<file path="src/rtl/wsfd_pkg.sv">
// Shared types and constants for the WebSocket frame deframer.
package wsfd_pkg;

    typedef enum logic [5:0] {
        PH_HDR0 = 6'b000001,
        PH_HDR1 = 6'b000010,
        PH_EXT  = 6'b000100,
        PH_KEY  = 6'b001000,
        PH_DATA = 6'b010000,
        PH_ERR  = 6'b100000
    } phase_t;

    typedef logic [1:0] kind_t;

    localparam kind_t KIND_PAYLOAD = 2'd0;
    localparam kind_t KIND_EMPTY   = 2'd1;
    localparam kind_t KIND_UNMASK  = 2'd2;

    localparam logic [7:0] HDR_TOP_BIT   = 8'h80;
    localparam logic [7:0] HDR_OPC_MASK  = 8'h0F;
    localparam logic [6:0] LEN_CODE_16   = 7'd126;
    localparam logic [6:0] LEN_CODE_64   = 7'd127;
    localparam logic [3:0] EXT_BYTES_16  = 4'd2;
    localparam logic [3:0] EXT_BYTES_64  = 4'd8;
    localparam logic [3:0] KEY_BYTES     = 4'd4;

endpackage

</file>
<file path="src/rtl/websocket_frame_deframer.sv">
// WebSocket client-to-server deframer: header decode, length, mask key, unmasking.
//
//  channel | direction | handshake         | payload
//  --------+-----------+-------------------+---------------------------------------------
//  in      | sink      | in_valid/in_stall | stream_byte[7:0], restart
//  out     | source    | out_valid/out_stall | kind[1:0], payload_byte[7:0],
//          |           |                   | frame_opcode[3:0], final_fragment, last_of_frame
//
// One beat per clock sustained while the output is not stalled. An accepted beat
// is held in the input register, then the frame state is updated and any result
// lands in the output register. The frame state advances only when the input
// register drains into the output stage, so out_stall holds both stages; in_stall
// rises only when the input register is full and cannot move. rst_n clears phase
// and frame state.
module websocket_frame_deframer
    import wsfd_pkg::*;
(
    input  logic       clk,
    input  logic       rst_n,
    // input channel
    input  logic       in_valid,
    output logic       in_stall,
    input  logic [7:0] stream_byte,
    input  logic       restart,
    // result channel
    output logic       out_valid,
    input  logic       out_stall,
    output logic [1:0] kind,
    output logic [7:0] payload_byte,
    output logic [3:0] frame_opcode,
    output logic       final_fragment,
    output logic       last_of_frame
);

    // ---------------- input register ----------------
    logic       iv_reg;
    logic [7:0] ibyte_reg;
    logic       irestart_reg;

    // ---------------- output register ----------------
    logic       ov_reg;
    kind_t      kind_reg;
    logic [7:0] pbyte_reg;
    logic [3:0] opc_out_reg;
    logic       fin_out_reg;
    logic       last_reg;

    // ---------------- frame state ----------------
    phase_t      phase_reg,    phase_next;
    logic [3:0]  opcode_reg,   opcode_next;
    logic        fin_reg,      fin_next;
    logic [3:0]  ext_left_reg, ext_left_next;
    logic [63:0] rem_len_reg,  rem_len_next;
    logic [31:0] key_reg,      key_next;
    logic [1:0]  key_idx_reg,  key_idx_next;

    // result produced by the beat in the input register
    logic       res_valid;
    kind_t      res_kind;
    logic [7:0] res_byte;
    logic       res_last;

    logic       out_ready;   // output register can take a new result
    logic       advance;     // input register moves on this cycle
    logic [7:0] key_byte;
    logic [3:0] ext_dec;
    logic [6:0] len_code;

    assign out_ready = !ov_reg || !out_stall;
    assign advance   = iv_reg && out_ready;
    assign in_stall  = iv_reg && !out_ready;

    assign ext_dec  = ext_left_reg - 4'd1;
    assign len_code = ibyte_reg[6:0];

    // key byte for this payload position; first key byte is the top byte
    always_comb
    begin
        case (key_idx_reg)
            2'd0:    key_byte = key_reg[31:24];
            2'd1:    key_byte = key_reg[23:16];
            2'd2:    key_byte = key_reg[15:8];
            default: key_byte = key_reg[7:0];
        endcase
    end

    always_comb
    begin
        phase_next    = phase_reg;
        opcode_next   = opcode_reg;
        fin_next      = fin_reg;
        ext_left_next = ext_left_reg;
        rem_len_next  = rem_len_reg;
        key_next      = key_reg;
        key_idx_next  = key_idx_reg;
        res_valid     = 1'b0;
        res_kind      = KIND_PAYLOAD;
        res_byte      = 8'd0;
        res_last      = 1'b0;

        if (irestart_reg)
        begin
            // abandon the frame and drop any error
            phase_next    = PH_HDR0;
            opcode_next   = 4'd0;
            fin_next      = 1'b0;
            ext_left_next = 4'd0;
            rem_len_next  = 64'd0;
            key_next      = 32'd0;
            key_idx_next  = 2'd0;
        end
        else
        begin
            case (phase_reg)
                PH_HDR0:
                begin
                    fin_next    = |(ibyte_reg & HDR_TOP_BIT);
                    opcode_next = ibyte_reg[3:0] & HDR_OPC_MASK[3:0];
                    phase_next  = PH_HDR1;
                end
                PH_HDR1:
                begin
                    if (!(|(ibyte_reg & HDR_TOP_BIT)))
                    begin
                        // client frames must be masked
                        phase_next = PH_ERR;
                        res_valid  = 1'b1;
                        res_kind   = KIND_UNMASK;
                    end
                    else if (len_code == LEN_CODE_16)
                    begin
                        rem_len_next  = 64'd0;
                        ext_left_next = EXT_BYTES_16;
                        phase_next    = PH_EXT;
                    end
                    else if (len_code == LEN_CODE_64)
                    begin
                        rem_len_next  = 64'd0;
                        ext_left_next = EXT_BYTES_64;
                        phase_next    = PH_EXT;
                    end
                    else
                    begin
                        rem_len_next  = {57'd0, len_code};
                        ext_left_next = KEY_BYTES;
                        phase_next    = PH_KEY;
                    end
                end
                PH_EXT:
                begin
                    // big-endian extended length
                    rem_len_next = {rem_len_reg[55:0], ibyte_reg};
                    if (ext_dec == 4'd0)
                    begin
                        ext_left_next = KEY_BYTES;
                        phase_next    = PH_KEY;
                    end
                    else
                    begin
                        ext_left_next = ext_dec;
                    end
                end
                PH_KEY:
                begin
                    key_next      = {key_reg[23:0], ibyte_reg};
                    ext_left_next = ext_dec;
                    if (ext_dec == 4'd0)
                    begin
                        key_idx_next = 2'd0;
                        if (rem_len_reg == 64'd0)
                        begin
                            phase_next = PH_HDR0;
                            res_valid  = 1'b1;
                            res_kind   = KIND_EMPTY;
                            res_last   = 1'b1;
                        end
                        else
                        begin
                            phase_next = PH_DATA;
                        end
                    end
                end
                PH_DATA:
                begin
                    key_idx_next = key_idx_reg + 2'd1;
                    rem_len_next = rem_len_reg - 64'd1;
                    res_valid    = 1'b1;
                    res_kind     = KIND_PAYLOAD;
                    res_byte     = ibyte_reg ^ key_byte;
                    res_last     = (rem_len_reg == 64'd1);
                    if (rem_len_reg == 64'd1)
                    begin
                        phase_next = PH_HDR0;
                    end
                end
                PH_ERR:
                begin
                    // hold until restart
                end
                default:
                begin
                    phase_next = PH_HDR0;
                end
            endcase
        end
    end

    // control and frame state
    always_ff @(posedge clk or negedge rst_n)
    begin
        if (!rst_n)
        begin
            iv_reg       <= 1'b0;
            ov_reg       <= 1'b0;
            phase_reg    <= PH_HDR0;
            opcode_reg   <= 4'd0;
            fin_reg      <= 1'b0;
            ext_left_reg <= 4'd0;
            rem_len_reg  <= 64'd0;
            key_reg      <= 32'd0;
            key_idx_reg  <= 2'd0;
        end
        else
        begin
            if (!in_stall)
            begin
                iv_reg <= in_valid;
            end
            if (out_ready)
            begin
                ov_reg <= advance && res_valid;
            end
            if (advance)
            begin
                phase_reg    <= phase_next;
                opcode_reg   <= opcode_next;
                fin_reg      <= fin_next;
                ext_left_reg <= ext_left_next;
                rem_len_reg  <= rem_len_next;
                key_reg      <= key_next;
                key_idx_reg  <= key_idx_next;
            end
        end
    end

    // payload registers
    always_ff @(posedge clk)
    begin
        if (!in_stall && in_valid)
        begin
            ibyte_reg    <= stream_byte;
            irestart_reg <= restart;
        end
        if (advance && res_valid)
        begin
            kind_reg    <= res_kind;
            pbyte_reg   <= res_byte;
            opc_out_reg <= opcode_reg;
            fin_out_reg <= fin_reg;
            last_reg    <= res_last;
        end
    end

    assign out_valid      = ov_reg;
    assign kind           = kind_reg;
    assign payload_byte   = pbyte_reg;
    assign frame_opcode   = opc_out_reg;
    assign final_fragment = fin_out_reg;
    assign last_of_frame  = last_reg;

endmodule
</file>
<file path="config.mk">
export PLATFORM = sky130hd
export DESIGN_NAME = websocket_frame_deframer
export DESIGN_NICKNAME = d
export VERILOG_FILES = /design/src/rtl/wsfd_pkg.sv /design/src/rtl/websocket_frame_deframer.sv
export SDC_FILE = /design/constraint.sdc
export NUM_CORES = 1
export LEC_CHECK = 0
export ABC_AREA = 1
export ABC_CLOCK_PERIOD_IN_PS = 3000
export BUFFER_PORTS_ARGS = -buffer_cell sky130_fd_sc_hd__buf_2
export CAP_MARGIN = 10
export CORE_MARGIN = 1.5
export CORE_UTILIZATION = 45
export CTS_CLUSTER_DIAMETER = 40
export DETAILED_ROUTE_END_ITERATION = 12
export SKIP_LAST_GASP = 1
export SYNTH_ARGS = -nofsm -noshare
export SYNTH_HDL_FRONTEND = slang
export SYNTH_SLANG_ARGS = --single-unit
</file>
<file path="constraint.sdc">
create_clock -name clk -period 3 [get_ports clk]
set_input_delay 0.45 -clock clk [delete_from_list [all_inputs] [get_ports clk]]
set_output_delay 0.45 -clock clk [all_outputs]
set_load 0.05 [all_outputs]
</file>
==> results of run 1 <==
layout make-up:
cell class                 count  area (um^2)
fill                        1930         9136
multi-input combinational    983         4420
sequential                   140         3630
inverter                     149        561.8
clock buffer                  17        425.4
tap                          260        325.3
timing repair buffer          42        255.2
clock inverter                15        138.9
metrics by stage:
stage	instance area, um^2	utilization
floorplan	8781	-
global placement	9193	0.4866
detailed placement	9193	0.4866
CTS	9757	0.5164
global route	9757	0.5164
finish	9757	0.5164
cell usage after synthesis, drive strengths merged, types with 2 or more instances:
library cell  instances
nand2               485
nor2                183
inv                 147
dfrtp               114
nand3               111
o21ai                79
o22ai                45
a21oi                30
edfxtp               25
buf                  19
clkbuf               15
nand4                11
ha                    8
o221ai                8
or2                   8
nor3                  6
a31oi                 2
clkinv                2
o31ai                 2
worst min-delay path by stage:
| stage | startpoint | to | slack [ps] | cells past startpoint |
|---|---|---|---|---|
| 4_1_cts | rst_n | rem_len_reg[49] | 50 | 2 |
| 2_1_floorplan | rst_n | ext_left_reg[0] | 150 | 0 |
| 5_1_grt | rst_n | rem_len_reg[49] | 80 | 2 |
| 6_report | rst_n | rem_len_reg[40] | 40 | 2 |
| 3_5_place_dp | fin_reg | final_fragment | 440 | 0 |
| 3_3_place_gp | opcode_reg[1] | frame_opcode[1] | 440 | 0 |
metal layers:
metal  vias up  GRT usage  routed length, um
li1       4244          -                  -
met5         -          0                  0
met1      3870     0.3470              11580
met3        47    0.04158                927
met2       192     0.4392              12210
met4         0     0.1020                808
power by group:
part | switching (mW) | leakage (nW) | total (mW) | internal (mW)
clock | 0.991 | 0.281 | 2.10 | 1.11
combinational | 0.735 | 3.01 | 1.01 | 0.276
sequential | 0.0460 | 1.80 | 2.03 | 1.99
total | 1.77 | 5.10 | 5.14 | 3.37
logic make-up after synthesis:
family	count (synthesis)	synth area share
flip-flops	140	0.4134
adder cells (fa/ha/maj)	8	0.01140
XOR/XNOR	2	0.001995
AO/OA/AOI/OAI	168	0.1070
buffers and inverters	183	0.08364
AND/OR/NAND/NOR	805	0.3826
==> parameters.txt, run 1 <==
Parameter                              Value

Worst setup path
  Destination of the worst register-to-register timing path    payload_byte[6]
  Ordered cell list for the critical path    inv_1, ha_1, nand2_1, nor2_4, nand2_1, inv_1, nand2_1, nor2_1, nand4_1, nand2_1, nand2_1, inv_1, buf_4
  Critical Path Max Stage Delay    360 ps
  Most prevalent standard cell on the critical path    sky130_fd_sc_hd__nand2_1
  Slack of the worst reg-to-reg path    410 ps
  Sort of element at the start of the critical path    register
  Last element of the critical path    payload_byte[6]
  Critical path buffer and inverter count    4
  Required time reported for the critical path endpoint    3120 ps
  Critical path endpoint category    register
  Kind of cell adding the most delay to the critical path    simple AND/OR/NAND/NOR gates
  R2R Path Start    rem_len_reg[1]
  Cell depth of the worst flop-to-flop path    13
  Crit. path cell count    13
  Critical Path Slowest Stage Cell    sky130_fd_sc_hd__dfrtp_1
  Critical path origin    rem_len_reg[1]
  Kind of critical path    reg2reg
  Arrival @ worst endpoint    2710 ps
  Maximum fanout along the worst path    16

Logic synthesis
  Main synth FF type    sky130_fd_sc_hd__dfrtp_1
  Mapped Area    8781 um^2
  Average cell area after synthesis    6.724 um^2
  Count of synthesis-stage warnings from yosys    0
  Cell type with the highest aggregate area in the netlist    sky130_fd_sc_hd__dfrtp_1
  Top-area cell type share of the netlist area    0.3249
  Synthesized netlist net count    1327
  Post-synthesis register bit count    140
  Synth cell types    38
  Number of synthesized flops with an enable pin    25
  Portion of the post-synthesis area used by sequential elements    0.4134
  Async S/R FF share, synth    0.8214
  Gate count of the mapped netlist    1306
  Largest cells by area after synthesis    sky130_fd_sc_hd__dfrtp_1 (32%), sky130_fd_sc_hd__nand2_1 (21%), sky130_fd_sc_hd__edfxtp_1 (8.5%), sky130_fd_sc_hd__nor2_1 (7.2%), sky130_fd_sc_hd__nand3_1 (6.3%)

Timing
  Total Neg Setup Slack    0 ps
  Setup violators final    0
  Final max-slew violation count    0
  Worst-case hold slack    42.01 ps
  Clock skew after layout    13.29 ps
  Number of hold-slack violations in the final timing report    0
  Transition time at the pin with the least slew margin    786.8 ps
  Max frequency    385.5 MHz
  Worst-case headroom to the max-slew limit    0.4747
  Unrepaired setup endpoints after global routing    false
  Worst setup slack after layout    405.7 ps
  Period utilisation layout    0.8648
  Minimum clock period    2594 ps

Clocking
  Maximum level of the CTS H-tree    4
  Worst-Skew Late Latency    440 ps
  CTS tree    done
  Total CTS buffers    17
  Number of instances resized during post-cts repair    0
  Number of buffers added for setup after CTS    0
  Root buf cell    sky130_fd_sc_hd__clkbuf_16
  Clk pin slew, worst setup/hold paths    70 ps
  Clock tree sinks    140
  Hold-fix buffer count after cts    0
  CTS max path bufs    2

Routing
  Post-DR wirelength/cell    15.89 um
  Number of violations reported at the end of detailed-routing iteration 0    595
  Remaining routing DRC violations    0
  Antenna Nets Post-Route    0
  Via count of the routed design    8353
  First-pass detailed-route iteration total    5
  Detailed-route vias per instance    5.201
  Post-Route WL    25520 um

Die
  Die Wd    142.7 um
  Cell Rows    50
  Boundary Pins    31
  DIE HEIGHT    142.7 um
  Initial cell density of the core    0.4648
  Total core area    18890 um^2
  Die Outline Area    20360 um^2

Cells and area
  Share of final-layout standard cells stronger than drive strength 1    0.08247
  Commonest non-fill, non-tap cells in the layout    sky130_fd_sc_hd__nand2_1 (480), sky130_fd_sc_hd__nor2_1 (169), sky130_fd_sc_hd__inv_1 (143)
  Number of flip-flops in the largest register    64
  Post-layout instance count excluding filler cells    1606
  Most common library cell in the layout ignoring fill and taps    sky130_fd_sc_hd__nand2_1
  Final-stage net count    1354
  Antenna diodes    0
  Synth-to-layout area growth    11.11%

Global routing
  Total global routing overflow    0
  Pin count of the biggest net entering global routing    88
  Number of antenna violations at the first check in global routing    0
  Total track usage    0.2644
  Wire length of the first global-routing pass    41600 um
  Via count of the first global-routing pass    7920

Power
  Total power draw    5.141 mW
  Ratio of total power to cell area    526.9 nW/um^2
  Worst voltage drop across the vdd grid    0.0003610 V
  Leakage power    5.100 nW

Place
  Count of input and output buffers    30
  Final estimated routing congestion in global placement    0.9158
  Final HPWL DP    18040 um
  Dpl ws    458.0 ps
  Number of instances in the placed design    1574

Job
  Maximum Capacitance Violations    0

Min path
  Hold crit path type    in2async

Status
  Outcome    finished clean
(Power assumes the default switching activity.)
==> run 2, diff against run 1 <==
--- a/config.mk
+++ b/config.mk
@@ -11,8 +11,10 @@
 export CAP_MARGIN = 10
 export CORE_MARGIN = 1.5
 export CORE_UTILIZATION = 45
+export CTS_BUF_LIST = sky130_fd_sc_hd__clkbuf_8 sky130_fd_sc_hd__clkbuf_16
 export CTS_CLUSTER_DIAMETER = 40
 export DETAILED_ROUTE_END_ITERATION = 12
+export RECOVER_POWER = 100
 export SKIP_LAST_GASP = 1
 export SYNTH_ARGS = -nofsm -noshare
 export SYNTH_HDL_FRONTEND = slang
==> parameters.txt, run 2 (same netlist as run 1, synthesis figures left out) <==
Parameter                              Value

Global routing
  Total track usage    0.2644
  Pin count of the biggest net entering global routing    88
  Wire length of the first global-routing pass    41600 um
  Via count of the first global-routing pass    7920
  Total global routing overflow    0
  Number of antenna violations at the first check in global routing    0

Cells and area
  Share of final-layout standard cells stronger than drive strength 1    0.06241
  Number of flip-flops in the largest register    64
  Final-stage net count    1354
  Commonest non-fill, non-tap cells in the layout    sky130_fd_sc_hd__nand2_1 (481), sky130_fd_sc_hd__nor2_1 (173), sky130_fd_sc_hd__inv_1 (144)
  Final design area excluding fillers    9673 um^2
  Synth-to-layout area growth    10.16%
  Utilization of the core after routing    0.5120
  Most common library cell in the layout ignoring fill and taps    sky130_fd_sc_hd__nand2_1
  Antenna diodes    0

Timing
  Final max-slew violation count    117
  Period utilisation layout    0.8776
  Clock skew after layout    15.66 ps
  Total Neg Setup Slack    0 ps
  Number of hold-slack violations in the final timing report    0
  Max frequency    379.8 MHz
  Worst-case headroom to the max-slew limit    -0.5413
  Unrepaired setup endpoints after global routing    false
  Worst-case hold slack    190.7 ps
  Setup violators final    0
  Minimum clock period    2633 ps
  Transition time at the pin with the least slew margin    2312 ps

Worst setup path
  Required time reported for the critical path endpoint    3350 ps
  Arrival @ worst endpoint    2980 ps
  Crit. path cell count    9
  Critical Path Max Stage Delay    520 ps
  Sort of element at the start of the critical path    register
  Cell depth of the worst flop-to-flop path    9
  Critical path endpoint category    register
  Ordered cell list for the critical path    nor2_1, nand4_4, nand2_2, nor2_2, nor2_8, nand2_8, inv_4, nand2_1, o21ai_0
  Critical path buffer and inverter count    1
  Kind of critical path    reg2reg
  Critical Path Slowest Stage Cell    sky130_fd_sc_hd__inv_4
  Maximum fanout along the worst path    59
  Kind of cell adding the most delay to the critical path    simple AND/OR/NAND/NOR gates

Clocking
  Root buf cell    sky130_fd_sc_hd__clkbuf_16
  CTS max path bufs    2
  Clock tree sinks    140
  Number of buffers added for setup after CTS    0
  CTS tree    done
  Maximum level of the CTS H-tree    4
  Worst-Skew Late Latency    440 ps
  Total CTS buffers    17
  Hold-fix buffer count after cts    0
  Clk pin slew, worst setup/hold paths    70 ps
  Number of instances resized during post-cts repair    0

Routing
  Detailed-route vias per instance    5.202
  Post-DR wirelength/cell    15.92 um
  Via count of the routed design    8354
  Antenna Nets Post-Route    0
  Number of violations reported at the end of detailed-routing iteration 0    557
  Post-Route WL    25570 um
  First-pass detailed-route iteration total    7
  Remaining routing DRC violations    0

Power
  Proportion of power drawn by flip-flops and latches    0.396
  Worst voltage drop across the vdd grid    0.0003593 V
  Internal Pwr Total    3.358 mW
  Ratio of total power to cell area    529.9 nW/um^2
  Clock network power share    0.410
  Switch Pwr    1.768 mW
  Switching share of total power    0.3449
  Total power draw    5.126 mW
  Leakage power    5.042 nW
  Combinational power share    0.194

Place
  Count of input and output buffers    30
  Placed inst area    9193 um^2
  Final estimated routing congestion in global placement    0.9158
  Final HPWL DP    18040 um

Die
  Die Outline Area    20360 um^2
  Total core area    18890 um^2
  Die Wd    142.7 um
  Initial cell density of the core    0.4648
  Boundary Pins    31
  DIE HEIGHT    142.7 um
  Cell Rows    50

Min path
  Hold crit path type    in2reg
  Worst hold stages    1

Status
  Outcome    complete, but fails checks
  Failing checks    max-capacitance violations, max-slew violations

Job
  Maximum Capacitance Violations    2
-- run 2: cell types whose count changed in the layout (fill, tap and decap cells not counted), moves of 2 or more --
cell,delta
sky130_fd_sc_hd__nor2_1,+4
sky130_fd_sc_hd__buf_2,-18
sky130_fd_sc_hd__buf_4,-5
sky130_fd_sc_hd__clkbuf_1,+20
sky130_fd_sc_hd__o21ai_0,+2
sky130_fd_sc_hd__nor2_4,-3
sky130_fd_sc_hd__o21ai_1,-2
sky130_fd_sc_hd__clkbuf_2,+4
-- run 2: per-stage QoR --
stage	std cells	worst slack, ps
floorplan	1306	751.0
global placement	1574	513.5
detailed placement	1574	458.0
CTS	1606	423.8
global route	1606	109.3
finish	1606	367.1
-- run 2: routing by layer --
metal,vias to the layer above,global-route usage,part of all wire
li1,4241,-,-
met4,0,0.1020,0.029
met1,3882,0.3470,0.46
met5,-,0,0
met3,45,0.04158,0.035
met2,186,0.4392,0.48
-- run 2: final timing paths --
check,startpoint,to,slack [ps]
max reg2reg,phase_reg[4],rem_len_reg[11],370
min reg2reg,opcode_reg[2],frame_opcode[2],450
min in group asynchronous,rst_n,rem_len_reg[40],500
max,phase_reg[4],rem_len_reg[11],370
max in group asynchronous,rst_n,rem_len_reg[6],810
min,stream_byte[6],ibyte_reg[6],190
-- run 2: layout make-up --
cell class	instances	area, um^2
fillers	1952	9220
clock inverters	15	138.9
inverters	149	561.8
clock buffers	17	425.4
well taps	260	325.3
repair buffers	42	202.7
multi-input cells	983	4389
flip-flops and latches	140	3630
-- run 2: power groups by stage --
stage / registers, mW / clock network (mW) / logic [mW]
after floorplan: 2.06 / 0 / 0.725
final: 2.03 / 2.10 / 0.996
after detailed placement: 2.07 / 0 / 0.995
after CTS: 2.03 / 2.12 / 1.00
after global placement: 2.07 / 0 / 0.983
after global routing: 2.04 / 2.21 / 1.13
